==> config.mk <==
export PLATFORM = sky130hd
export DESIGN_NAME = remove_first_subsequence_flat
export DESIGN_NICKNAME = d
export VERILOG_FILES = /design/src/rtl/rfs_pkg.sv /design/src/rtl/rfs_if.sv /design/src/rtl/rfs_front.sv /design/src/rtl/rfs_back.sv /design/src/rtl/remove_first_subsequence.sv /design/src/flat_wrapper.sv
export SDC_FILE = /design/constraint.sdc
export NUM_CORES = 2
export LEC_CHECK = 0
export ABC_AREA = 1
export BUFFER_PORTS_ARGS = -buffer_cell sky130_fd_sc_hd__buf_4
export CAP_MARGIN = 40
export CORE_MARGIN = 8
export CORE_UTILIZATION = 40
export DETAILED_ROUTE_END_ITERATION = 7
export GPL_ROUTABILITY_DRIVEN = 0
export GPL_TIMING_DRIVEN = 0
export PLACE_DENSITY_LB_ADDON = 0.08
export REMOVE_ABC_BUFFERS = 1
export SLEW_MARGIN = 30
export SYNTH_ARGS = -nofsm -noshare
export SYNTH_HDL_FRONTEND = slang
export SYNTH_SLANG_ARGS = --single-unit
==> constraint.sdc <==
create_clock -name clk -period 5.8 [get_ports clk]
set_input_delay 1.16 -clock clk [delete_from_list [all_inputs] [get_ports clk]]
set_output_delay 1.16 -clock clk [all_outputs]
set_load 0.02 [all_outputs]
==> src/rtl/rfs_pkg.sv <==
// Shared types and constants for the subsequence removal block.
`default_nettype none

package rfs_pkg;

    localparam int WORD_W = 32;
    localparam int OP_W   = 2;

    localparam logic [OP_W-1:0] OP_CLEAR       = 2'd0;
    localparam logic [OP_W-1:0] OP_APP_TARGET  = 2'd1;
    localparam logic [OP_W-1:0] OP_APP_PATTERN = 2'd2;
    localparam logic [OP_W-1:0] OP_RUN         = 2'd3;

    localparam int QUEUE_DEPTH = 4;
    localparam int QUEUE_AW    = $clog2(QUEUE_DEPTH);
    localparam int QUEUE_CW    = $clog2(QUEUE_DEPTH + 1);

    typedef enum logic [1:0] {
        CMD_CLEAR,
        CMD_APP_TARGET,
        CMD_APP_PATTERN,
        CMD_RUN
    } cmd_kind_t;

    typedef struct packed {
        cmd_kind_t                 kind;
        logic signed [WORD_W-1:0]  word;
    } cmd_t;

    typedef enum logic [2:0] {
        ST_IDLE,
        ST_MATCH_RD,
        ST_MATCH_CMP,
        ST_SHIFT_RD,
        ST_SHIFT_WR,
        ST_EMIT_RD,
        ST_EMIT_LOAD
    } back_state_t;

endpackage

`default_nettype wire

==> src/rtl/rfs_if.sv <==
// Handshake interfaces for the command and result channels.
`default_nettype none

interface rfs_item_if import rfs_pkg::*; ();
    logic                     valid;
    logic                     ready;
    logic [OP_W-1:0]          op;
    logic signed [WORD_W-1:0] word;

    modport source (output valid, output op, output word, input ready);
    modport sink (input valid, input op, input word, output ready);
endinterface

interface rfs_result_if import rfs_pkg::*; ();
    logic                     valid;
    logic                     ready;
    logic signed [WORD_W-1:0] value;
    logic                     last;
    logic                     found;
    logic                     empty_res;
    logic                     overflow;

    modport source (output valid, output value, output last, output found,
                    output empty_res, output overflow, input ready);
    modport sink (input valid, input value, input last, input found,
                  input empty_res, input overflow, output ready);
endinterface

`default_nettype wire

==> src/rtl/rfs_front.sv <==
// Front end: accepts command items, decodes the op code and queues them.
`default_nettype none

module rfs_front import rfs_pkg::*;
(
    input  logic        clk,
    input  logic        rst_n,
    rfs_item_if.sink    cmd,
    output logic        q_valid,
    output cmd_t        q_cmd,
    input  logic        q_pop
);

    cmd_t                q_mem [QUEUE_DEPTH];
    logic [QUEUE_AW-1:0] wr_ptr_reg;
    logic [QUEUE_AW-1:0] wr_ptr_next;
    logic [QUEUE_AW-1:0] rd_ptr_reg;
    logic [QUEUE_AW-1:0] rd_ptr_next;
    logic [QUEUE_CW-1:0] count_reg;
    logic [QUEUE_CW-1:0] count_next;
    cmd_t                decoded;
    logic                push;
    logic                pop;

    always_comb
    begin
        decoded.word = cmd.word;
        case (cmd.op)
            OP_CLEAR:       decoded.kind = CMD_CLEAR;
            OP_APP_TARGET:  decoded.kind = CMD_APP_TARGET;
            OP_APP_PATTERN: decoded.kind = CMD_APP_PATTERN;
            OP_RUN:         decoded.kind = CMD_RUN;
            default:        decoded.kind = CMD_RUN;
        endcase
    end

    assign cmd.ready = (count_reg != QUEUE_CW'(QUEUE_DEPTH));
    assign push      = cmd.valid && cmd.ready;
    assign q_valid   = (count_reg != '0);
    assign pop       = q_pop && q_valid;
    assign q_cmd     = q_mem[rd_ptr_reg];

    always_comb
    begin
        wr_ptr_next = push ? wr_ptr_reg + 1'b1 : wr_ptr_reg;
        rd_ptr_next = pop ? rd_ptr_reg + 1'b1 : rd_ptr_reg;
        count_next  = count_reg;
        if (push && !pop)
        begin
            count_next = count_reg + 1'b1;
        end
        else if (pop && !push)
        begin
            count_next = count_reg - 1'b1;
        end
    end

    always_ff @(posedge clk or negedge rst_n)
    begin
        if (!rst_n)
        begin
            wr_ptr_reg <= '0;
            rd_ptr_reg <= '0;
            count_reg  <= '0;
        end
        else
        begin
            wr_ptr_reg <= wr_ptr_next;
            rd_ptr_reg <= rd_ptr_next;
            count_reg  <= count_next;
        end
    end

    always_ff @(posedge clk)
    begin
        if (push)
        begin
            q_mem[wr_ptr_reg] <= decoded;
        end
    end

endmodule

`default_nettype wire

==> src/rtl/rfs_back.sv <==
// Back end: holds both stores, runs the search and compaction, emits results.
`default_nettype none

module rfs_back import rfs_pkg::*;
#(
    parameter int MAX_TARGET  = 64,
    parameter int MAX_PATTERN = 16
)
(
    input  logic          clk,
    input  logic          rst_n,
    input  logic          q_valid,
    input  cmd_t          q_cmd,
    output logic          q_pop,
    rfs_result_if.source  result
);

    localparam int TCW = $clog2(MAX_TARGET + 1);
    localparam int TAW = $clog2(MAX_TARGET);
    localparam int PCW = $clog2(MAX_PATTERN + 1);
    localparam int PAW = (MAX_PATTERN > 1) ? $clog2(MAX_PATTERN) : 1;
    localparam int SW  = ((TCW > PCW) ? TCW : PCW) + 1;

    logic [WORD_W-1:0] target_mem  [MAX_TARGET];
    logic [WORD_W-1:0] pattern_mem [MAX_PATTERN];

    back_state_t       state_reg, state_next;
    logic [TCW-1:0]    tcount_reg, tcount_next;
    logic [PCW-1:0]    pcount_reg, pcount_next;
    logic              ovf_reg, ovf_next;
    logic              found_reg, found_next;
    logic [TCW-1:0]    start_reg, start_next;
    logic [PCW-1:0]    k_reg, k_next;
    logic [TCW-1:0]    idx_reg, idx_next;

    logic              t_we, t_re;
    logic [TAW-1:0]    t_waddr, t_raddr;
    logic [WORD_W-1:0] t_wdata, t_rdata_reg;
    logic              p_we, p_re;
    logic [PAW-1:0]    p_waddr, p_raddr;
    logic [WORD_W-1:0] p_rdata_reg;

    logic [SW-1:0]     tcnt_x, pcnt_x, start_x, k_x, idx_x;
    logic [SW-1:0]     sum_sk, sum_ip, sum_next_start;

    logic                     out_valid_reg;
    logic signed [WORD_W-1:0] out_value_reg, out_value_next;
    logic                     out_last_reg, out_last_next;
    logic                     out_empty_reg, out_empty_next;
    logic                     out_found_reg, out_ovf_reg;
    logic                     out_free, load_out;

    assign tcnt_x         = SW'(tcount_reg);
    assign pcnt_x         = SW'(pcount_reg);
    assign start_x        = SW'(start_reg);
    assign k_x            = SW'(k_reg);
    assign idx_x          = SW'(idx_reg);
    assign sum_sk         = start_x + k_x;
    assign sum_ip         = idx_x + pcnt_x;
    assign sum_next_start = start_x + pcnt_x + 1'b1;
    assign out_free       = !out_valid_reg || result.ready;

    always_comb
    begin
        state_next     = state_reg;
        tcount_next    = tcount_reg;
        pcount_next    = pcount_reg;
        ovf_next       = ovf_reg;
        found_next     = found_reg;
        start_next     = start_reg;
        k_next         = k_reg;
        idx_next       = idx_reg;
        q_pop          = 1'b0;
        t_we           = 1'b0;
        t_waddr        = '0;
        t_wdata        = q_cmd.word;
        t_re           = 1'b0;
        t_raddr        = '0;
        p_we           = 1'b0;
        p_waddr        = '0;
        p_re           = 1'b0;
        p_raddr        = '0;
        load_out       = 1'b0;
        out_value_next = '0;
        out_last_next  = 1'b1;
        out_empty_next = 1'b1;

        case (state_reg)
            ST_IDLE:
            begin
                if (q_valid)
                begin
                    q_pop = 1'b1;
                    case (q_cmd.kind)
                        CMD_CLEAR:
                        begin
                            tcount_next = '0;
                            pcount_next = '0;
                            ovf_next    = 1'b0;
                        end
                        CMD_APP_TARGET:
                        begin
                            if (tcnt_x < SW'(MAX_TARGET))
                            begin
                                t_we        = 1'b1;
                                t_waddr     = tcount_reg[TAW-1:0];
                                tcount_next = tcount_reg + 1'b1;
                            end
                            else
                            begin
                                ovf_next = 1'b1;
                            end
                        end
                        CMD_APP_PATTERN:
                        begin
                            if (pcnt_x < SW'(MAX_PATTERN))
                            begin
                                p_we        = 1'b1;
                                p_waddr     = pcount_reg[PAW-1:0];
                                pcount_next = pcount_reg + 1'b1;
                            end
                            else
                            begin
                                ovf_next = 1'b1;
                            end
                        end
                        CMD_RUN:
                        begin
                            start_next = '0;
                            k_next     = '0;
                            idx_next   = '0;
                            found_next = 1'b0;
                            if (pcount_reg == '0)
                            begin
                                // An empty pattern always matches and removes nothing.
                                found_next = 1'b1;
                                state_next = ST_EMIT_RD;
                            end
                            else if (pcnt_x > tcnt_x)
                            begin
                                state_next = ST_EMIT_RD;
                            end
                            else
                            begin
                                state_next = ST_MATCH_RD;
                            end
                        end
                        default:
                        begin
                            state_next = ST_IDLE;
                        end
                    endcase
                end
            end
            ST_MATCH_RD:
            begin
                t_re       = 1'b1;
                t_raddr    = sum_sk[TAW-1:0];
                p_re       = 1'b1;
                p_raddr    = k_reg[PAW-1:0];
                state_next = ST_MATCH_CMP;
            end
            ST_MATCH_CMP:
            begin
                if (t_rdata_reg == p_rdata_reg)
                begin
                    if (k_x + 1'b1 == pcnt_x)
                    begin
                        found_next = 1'b1;
                        idx_next   = start_reg;
                        state_next = ST_SHIFT_RD;
                    end
                    else
                    begin
                        k_next     = k_reg + 1'b1;
                        state_next = ST_MATCH_RD;
                    end
                end
                else
                begin
                    k_next     = '0;
                    start_next = start_reg + 1'b1;
                    if (sum_next_start > tcnt_x)
                    begin
                        idx_next   = '0;
                        state_next = ST_EMIT_RD;
                    end
                    else
                    begin
                        state_next = ST_MATCH_RD;
                    end
                end
            end
            ST_SHIFT_RD:
            begin
                if (sum_ip < tcnt_x)
                begin
                    t_re       = 1'b1;
                    t_raddr    = sum_ip[TAW-1:0];
                    state_next = ST_SHIFT_WR;
                end
                else
                begin
                    tcount_next = TCW'(tcnt_x - pcnt_x);
                    idx_next    = '0;
                    state_next  = ST_EMIT_RD;
                end
            end
            ST_SHIFT_WR:
            begin
                t_we       = 1'b1;
                t_waddr    = idx_reg[TAW-1:0];
                t_wdata    = t_rdata_reg;
                idx_next   = idx_reg + 1'b1;
                state_next = ST_SHIFT_RD;
            end
            ST_EMIT_RD:
            begin
                if (tcount_reg != '0)
                begin
                    t_re    = 1'b1;
                    t_raddr = idx_reg[TAW-1:0];
                end
                state_next = ST_EMIT_LOAD;
            end
            ST_EMIT_LOAD:
            begin
                if (out_free)
                begin
                    load_out = 1'b1;
                    if (tcount_reg == '0)
                    begin
                        state_next = ST_IDLE;
                    end
                    else
                    begin
                        out_value_next = t_rdata_reg;
                        out_empty_next = 1'b0;
                        out_last_next  = (idx_x + 1'b1 == tcnt_x);
                        idx_next       = idx_reg + 1'b1;
                        state_next     = out_last_next ? ST_IDLE : ST_EMIT_RD;
                    end
                end
            end
            default:
            begin
                state_next = ST_IDLE;
            end
        endcase
    end

    always_ff @(posedge clk or negedge rst_n)
    begin
        if (!rst_n)
        begin
            state_reg     <= ST_IDLE;
            tcount_reg    <= '0;
            pcount_reg    <= '0;
            ovf_reg       <= 1'b0;
            found_reg     <= 1'b0;
            start_reg     <= '0;
            k_reg         <= '0;
            idx_reg       <= '0;
            out_valid_reg <= 1'b0;
        end
        else
        begin
            state_reg  <= state_next;
            tcount_reg <= tcount_next;
            pcount_reg <= pcount_next;
            ovf_reg    <= ovf_next;
            found_reg  <= found_next;
            start_reg  <= start_next;
            k_reg      <= k_next;
            idx_reg    <= idx_next;
            if (load_out)
            begin
                out_valid_reg <= 1'b1;
            end
            else if (result.ready)
            begin
                out_valid_reg <= 1'b0;
            end
        end
    end

    always_ff @(posedge clk)
    begin
        if (load_out)
        begin
            out_value_reg <= out_value_next;
            out_last_reg  <= out_last_next;
            out_empty_reg <= out_empty_next;
            out_found_reg <= found_reg;
            out_ovf_reg   <= ovf_reg;
        end
    end

    always_ff @(posedge clk)
    begin
        if (t_we)
        begin
            target_mem[t_waddr] <= t_wdata;
        end
        if (t_re)
        begin
            t_rdata_reg <= target_mem[t_raddr];
        end
    end

    always_ff @(posedge clk)
    begin
        if (p_we)
        begin
            pattern_mem[p_waddr] <= q_cmd.word;
        end
        if (p_re)
        begin
            p_rdata_reg <= pattern_mem[p_raddr];
        end
    end

    assign result.valid     = out_valid_reg;
    assign result.value     = out_value_reg;
    assign result.last      = out_last_reg;
    assign result.found     = out_found_reg;
    assign result.empty_res = out_empty_reg;
    assign result.overflow  = out_ovf_reg;

endmodule

`default_nettype wire

==> src/rtl/remove_first_subsequence.sv <==
// Top level: removes the first occurrence of a pattern from a stored sequence.
//
//   channel   role     items                       handshake
//   cmd       sink     op, word                    valid/ready
//   result    source   value, last, found,         valid/ready
//                      empty_res, overflow
//
// The back end takes clear and append items while idle; a four-entry
// queue lets the front keep taking items while a run is in progress.
// A run with T target words and P pattern words searches each start position,
// then compacts the target by moving the words after a match down, then emits
// the remaining words, holding on any stall on the result channel.
// Reset clears the counts and control state; store contents are not cleared.
`default_nettype none

module remove_first_subsequence import rfs_pkg::*;
#(
    parameter int MAX_TARGET  = 64,
    parameter int MAX_PATTERN = 16
)
(
    input  logic          clk,
    input  logic          rst_n,
    rfs_item_if.sink      cmd,
    rfs_result_if.source  result
);

    cmd_t          q_cmd;
    logic          q_valid;
    logic          q_pop;

    rfs_front u_front
    (
        .clk     (clk),
        .rst_n   (rst_n),
        .cmd     (cmd),
        .q_valid (q_valid),
        .q_cmd   (q_cmd),
        .q_pop   (q_pop)
    );

    rfs_back
    #(
        .MAX_TARGET  (MAX_TARGET),
        .MAX_PATTERN (MAX_PATTERN)
    )
    u_back
    (
        .clk     (clk),
        .rst_n   (rst_n),
        .q_valid (q_valid),
        .q_cmd   (q_cmd),
        .q_pop   (q_pop),
        .result  (result)
    );

endmodule

`default_nettype wire

==> src/flat_wrapper.sv <==
// flat-port wrapper written by rule: the top's interface ports become plain ports
module remove_first_subsequence_flat import rfs_pkg::*;
#(
    parameter int MAX_TARGET  = 64,
    parameter int MAX_PATTERN = 16
)
  (clk, rst_n, cmd_valid, cmd_op, cmd_word, cmd_ready, result_valid, result_value, result_last, result_found, result_empty_res, result_overflow, result_ready);
  rfs_item_if cmd_i ();
  rfs_result_if result_i ();
  input  logic clk;
  input  logic rst_n;
  input wire logic [$bits(cmd_i.valid)-1:0] cmd_valid;
  input wire logic [$bits(cmd_i.op)-1:0] cmd_op;
  input wire logic [$bits(cmd_i.word)-1:0] cmd_word;
  output wire logic [$bits(cmd_i.ready)-1:0] cmd_ready;
  output wire logic [$bits(result_i.valid)-1:0] result_valid;
  output wire logic [$bits(result_i.value)-1:0] result_value;
  output wire logic [$bits(result_i.last)-1:0] result_last;
  output wire logic [$bits(result_i.found)-1:0] result_found;
  output wire logic [$bits(result_i.empty_res)-1:0] result_empty_res;
  output wire logic [$bits(result_i.overflow)-1:0] result_overflow;
  input wire logic [$bits(result_i.ready)-1:0] result_ready;
  assign cmd_i.valid = cmd_valid;
  assign cmd_i.op = cmd_op;
  assign cmd_i.word = cmd_word;
  assign cmd_ready = cmd_i.ready;
  assign result_valid = result_i.valid;
  assign result_value = result_i.value;
  assign result_last = result_i.last;
  assign result_found = result_i.found;
  assign result_empty_res = result_i.empty_res;
  assign result_overflow = result_i.overflow;
  assign result_i.ready = result_ready;
  remove_first_subsequence #(.MAX_TARGET(MAX_TARGET), .MAX_PATTERN(MAX_PATTERN)) u_core (.clk(clk), .rst_n(rst_n), .cmd(cmd_i), .result(result_i));
endmodule
Word-level counts from Yosys, hierarchy flattened
Memory sizes are Yosys's and may differ from the RTL's. A register that Yosys moved wholly into a read port is not among the register bits.
Index checks and enable logic that the tools add are counted.
Storage, ports and cells
  memory bits (writable): 2696
  memories kept: 3
  logic and storage cells: 192
  flip-flop bits (word level): 80
Operators by class
  bitwise operators: 2
  reduce and logical (&&, ||, !) cells: 32
  $add $sub $neg: 16
  muxes and demuxes: 85
  equal/unequal tests: 32
  order comparisons: 5
Memories
  u_core.u_back.target_mem: depth 64, bits a word 32, rd ports 1, clocked after Yosys merged registers in 1, write ports 1, RTL line rfs_back.sv:24  | logic [WORD_W-1:0] target_mem [MAX_TARGET];
  u_core.u_back.pattern_mem: depth 16, bits a word 32, rd ports 1, clocked after Yosys merged registers in 1, write ports 1, RTL line rfs_back.sv:25  | logic [WORD_W-1:0] pattern_mem [MAX_PATTERN];
  u_core.u_front.q_mem: depth 4, bits a word 34, rd ports 1, clocked after Yosys merged registers in 0, write ports 1, RTL line rfs_front.sv:14  | cmd_t q_mem [QUEUE_DEPTH];
Operators with widths (number)
  $mux 7: 12
  $pmux 7 s2: 3
  $pmux 7 s5: 1
  $mux 3: 11
  $eq 32x32->1: 1
  $mux 32: 1
  $mux 1: 31
  $mux 6: 5
  $mux 5: 5
  $add 7x1->7 const B: 3
  $pmux 3 s7: 1
  $mux 4: 5
  $pmux 5 s2: 2
  $ne 2x2->1 const B: 9
  $pmux 6 s3: 1
  $add 7x5->8: 2
  $ne 3x3->1 const B: 5
  $reduce_and 5->1: 3
  $pmux 6 s2: 1
  $reduce_and 4->1: 3
  $add 5x1->5 const B: 2
  $reduce_bool 2->1: 5
  $eq 3x3->1 const B: 3
  $add 7x1->8 const B: 1
  39 further kinds: 56

Longest topological paths before layout
  depth after elaboration: 7
  mapped depth: 25
  gate-level depth less buffers: 22

By module
Synthesis repeated with hierarchy kept, for this count alone.
Second synthesis, totals
  cells, all modules: 10801
  area, all modules: 122124.6 sq um
By module, submodules not included
  rfs_back: times used 1, cells each 10343, area an instance 116200.2 sq um, sequential area each 80802.5 sq um
  rfs_front: times used 1, cells each 458, area an instance 5924.4 sq um, sequential area each 4259.1 sq um

Least setup slack after synthesis
Ideal clock, no wire load.
  kind: register to register
  start point: reg u_core.u_front.rd_ptr_reg[0]
  end point: mem u_core.u_back.pattern_mem[4][0], enable pin
  required time: 5339 ps
  clock period less this slack: 5193 ps
  stages on the path, launching flop included: 16
  data arrival time: 4732 ps
  slack: 607 ps
  cell sequence: dfrtp_1 clkbuf_1 inv_1 clkbuf_1 clkbuf_1 nand2_1 a32oi_1 ha_1 inv_1 nor2_1 inv_1 nor2_1 inv_1 nor2_1 nand2_1 nor3_1
Between the ends
  longest elaborated chain between the ends: 7
Ends and longest elaborated chain
  start: declaration: RTL line rfs_front.sv:17  | logic [QUEUE_AW-1:0] rd_ptr_reg;
  start signal: assignment: RTL line rfs_front.sv:69  | rd_ptr_reg <= rd_ptr_next;
  $mem_v2 4x34 (*)
  $eq 2x2->1 (*): RTL line rfs_back.sv:94  | case (q_cmd.kind)
  $mux 1: RTL line rfs_back.sv:94
  $mux 1: RTL line rfs_back.sv:91  | if (q_valid)
  $mux 1: RTL line rfs_back.sv:88  | case (state_reg)
  $mux 1: RTL line rfs_back.sv:313  | if (p_we)
  $mux 1 (implied by the code): RTL line rfs_back.sv:315  | pattern_mem[p_waddr] <= q_cmd.word;
  end: declaration: RTL line rfs_back.sv:25
Mark *: on every way between the ends. The rest lies on a longest branch, timed or not.

Worst setup path after layout
  start point: reg u_core.u_back.pcount_reg[0]
  end point: reg u_core.u_back.t_rdata_reg[7], read port of u_core.u_back.target_mem (data pin)
Between the ends
  longest elaborated chain between the ends: 4
Ends and longest elaborated chain
  start: declaration: RTL line rfs_back.sv:29  | logic [PCW-1:0] pcount_reg, pcount_next;
  start signal: assignment: RTL line rfs_back.sv:270  | pcount_reg <= pcount_next;
  $add 7x5->8 (*): RTL line rfs_back.sv:59  | assign sum_ip = idx_x + pcnt_x;
  $lt 8x7->1: RTL line rfs_back.sv:196  | if (sum_ip < tcnt_x)
  $mux 6 / $mux 1 (equally long branches): RTL line rfs_back.sv:196
  $pmux 6 s3 / $pmux 1 s3 (equally long branches): RTL line rfs_back.sv:88
  end: declaration: RTL line rfs_back.sv:38  | logic [WORD_W-1:0] t_wdata, t_rdata_reg;
Marks and branches as above.
A chain may end at the register's enable or synchronous reset.

==> metrics.csv <==
metric,value,unit
worst hold path type,in2async,
sequential share of the synthesized area,69.7,%
Post-DP HPWL,264000,microns
WL/cell,27.0,microns
vias in the first global route,80369,
RSZ-0062 raised after global routing,yes,
power per cell area,530,nW/um^2
maxcap violations,0,
Std-Cell Rows,203,
highest routed layer,met5,
"wirelength, routed",410000,microns
post-synthesis mux area share,0.0185,%
io pins,76,
share of layout cells above drive strength 1,13.0,%
skew final,0.0404,ns
fin area,151000,sq um
Inserted Clock Buffers,316,
Max Buffers Root-to-Sink,4,
Die H,568,microns
met2 wire len,192000,microns
Crit Path Category,reg2reg,
"Async S/R FF share, synth",1.55,%
Cells after Synth,10577,
"area leader, netlist",edfxtp_1,
R2R setup slack,0.11,ns
Final nets,11028,
DR pass1 iterations,6,
total grt overflow,0,
setup violators final,0,
Biggest register,u_core.u_back.target_mem,
H-tree depth,5,
Root Buffer,clkbuf_16,
Clock Sinks,2840,
Yosys top cell area share,68.8,%
Initial Util,40.0,%
TritonCTS clock tree,built,
Tcrit/Tclk final,98.1,%
Final Max Tran Viols,0,
required time of the critical path,6.40,ns
ys flop type,edfxtp_1,
total power,79.9,mW
Synth Register Bits,2840,
"Arr. time, crit path",6.29,ns
most common cell in the netlist,edfxtp_1,
Unique masters post-synth,56,
"slowest stage delay, CP",0.46,ns
Synth Cell Area,122000,sq um
post-synthesis simple-gate area fraction,21.0,%
status,"complete, no violations",
DRC,0,
Core Region,305000,sq um
Yosys warnings,0,
clk_lat worst skew,0.90,ns
xor/xnor share of the synthesized area,0.380,%
Tightest Pin Transition,0.853,ns
antenna violations before repair,10,
main combinational cell family by area after synthesis,simple AND/OR/NAND/NOR gates,
post-route ant nets,0,
Hold Slack,0.291,ns
die area,323000,sq um
maximum clock frequency,0.176,GHz
GRT Total Usage,24.5,%
"Slowest-stage cell, CP",dfrtp_2,
maximum VDD drop,0.000304,V
Area growth syn-to-layout,23.5,%
Leak,55.4,nW
Starting DRT DRC Count,8267,
Critical Path Source Type,register,
Synth Area in Adders,0.584,%
Chip Width,568,microns
Mapped Avg Cell Area,11.5,sq um
count of final hold-check violations,0,
"critical path fanouts, max",34,
"EDFF count, synth",2796,
"Top cell by count, worst path",nand2_1,
DR WL met3,26000,microns
"top cells by count, synth","2,796 x edfxtp_1, 2,153 x nand3_1, 1,852 x nand2_1",
endpoint class of the critical path,register,
"Reg clk slew, reported paths",0.06,ns
number of flip-flops in the largest register,2048,
main area contributors after synthesis,"edfxtp_1 69%, nand3_1 8.8%, nand2_1 5.7%",
first-pass GRT wire length,587000,microns
largest net degree at the start of global routing,111,
biggest regs,"u_core.u_back.target_mem: 2048 flops, u_core.u_back.pattern_mem: 512 flops, u_core.u_front.q_mem: 136 flops",
Period minus WS final,5.69,ns
Compound-Gate Fraction of Synth Area,2.74,%
vias per cell,5.49,
"Cell Area, Placed",139000,sq um
port buffer count,75,
WL met1,176000,microns
Slew HR,43.2,%
via count,83280,
[layer usage]
layer	vias up	GRT usage (%)
met4	2	8.52
met5	-	0
met3	618	3.28
met2	2979	40.0
li1	37917	-
met1	41764	33.9
[worst max-delay path, delay by kind of cell, from the launching register on]
family | cells | cell delay, ns
buffers and inverters | 9 | 1.64
AOI/OAI and AO/OA | 3 | 0.37
xor gates and xnor gates | 1 | 0.17
adders and majority gates | 3 | 0.94
DFF | 1 | 0.46
and+or+nand+nor | 13 | 1.65
[logic make-up after synthesis]
group           Yosys count
compound gates          527
xor+xnor                 53
fa+ha+maj                54
buf+inv                1679
flops                  2840
mux                       2
simple gates           5422
[final cells by class]
type | count | area, sq um
repair buffers | 741 | 15100
inverters | 978 | 3730
diodes | 5 | 12.5
clock buffers | 404 | 8410
multi-input cells | 6059 | 32300
fillers | 26169 | 154000
well taps | 3997 | 5000
clock inverters | 145 | 1190
flip-flops and latches | 2840 | 85100
[report_power, final]
part	internal (mW)	leakage (nW)	switching, mW	total (mW)
clock	10.9	4.67	8.20	19.1
combinational	10.6	25.0	20.7	31.3
sequential	28.9	25.8	0.630	29.5
total	50.4	55.4	29.5	79.9
[metrics by stage]
step | cells | worst slack, ns | TNS (ns) | utilization [%]
global route | 15166 | -0.0597 | -0.727 | 49.5
detailed placement | 14555 | -2.52 | -187.95 | 45.6
CTS | 15148 | 0.00203 | 0 | 49.3
global placement | 13948 | -128.04 | - | 40.8
finish | 15169 | 0.112 | 0 | 49.5
floorplan | 9876 | -43.75 | -1745.97 | -
[worst paths after layout]
check                                                        startpoint                                  endpoint  depth (start not counted)
worst max-delay path            u_core.u_back.pcount_reg[0]$_DFFE_PN0P_    u_core.u_back.t_rdata_reg[7]$_DFFE_PP_                         29
worst min-delay path                                              rst_n  u_core.u_front.wr_ptr_reg[1]$_DFFE_PN0P_                          1
worst max register to register  u_core.u_back.pcount_reg[0]$_DFFE_PN0P_    u_core.u_back.t_rdata_reg[7]$_DFFE_PP_                         29
worst min register to register       u_core.u_back.k_reg[4]$_DFFE_PN0P_        u_core.u_back.k_reg[4]$_DFFE_PN0P_                          2
max in group asynchronous                                         rst_n        u_core.u_back.k_reg[0]$_DFFE_PN0P_                          1
min in group clk                                           cmd_word[22]     u_core.u_front.q_mem[3][22]$_DFFE_PP_                          1
[cells in the final DEF, fill, tap and decap left out, types with 45 or more instances in the layout]
master / netlist / final
o21ai_0: 258 / 225
nand3b_1: 641 / 641
buf_12: 0 / 54
buf_8: 0 / 45
buf_4: 18 / 171
clkbuf_1: 290 / 79
buf_16: 0 / 382
nand3_1: 2153 / 2078
nand2_1: 1852 / 1843
edfxtp_1: 2796 / 2796
nor2_4: 0 / 86
inv_1: 965 / 960
nor2_1: 715 / 628
clkbuf_16: 0 / 326
buf_6: 1 / 62
ha_1: 49 / 49
clkinv_1: 3 / 62
o311ai_0: 100 / 100
[repair_timing]
action	in CTS	in global routing
setup buffers	16	10
pin swaps	7	8
cloned	31	4
resized for setup	122	26
hold buffers	0	0
setup endpoints to repair	922	77
Note: power is estimated with default switching activity, not from simulation.
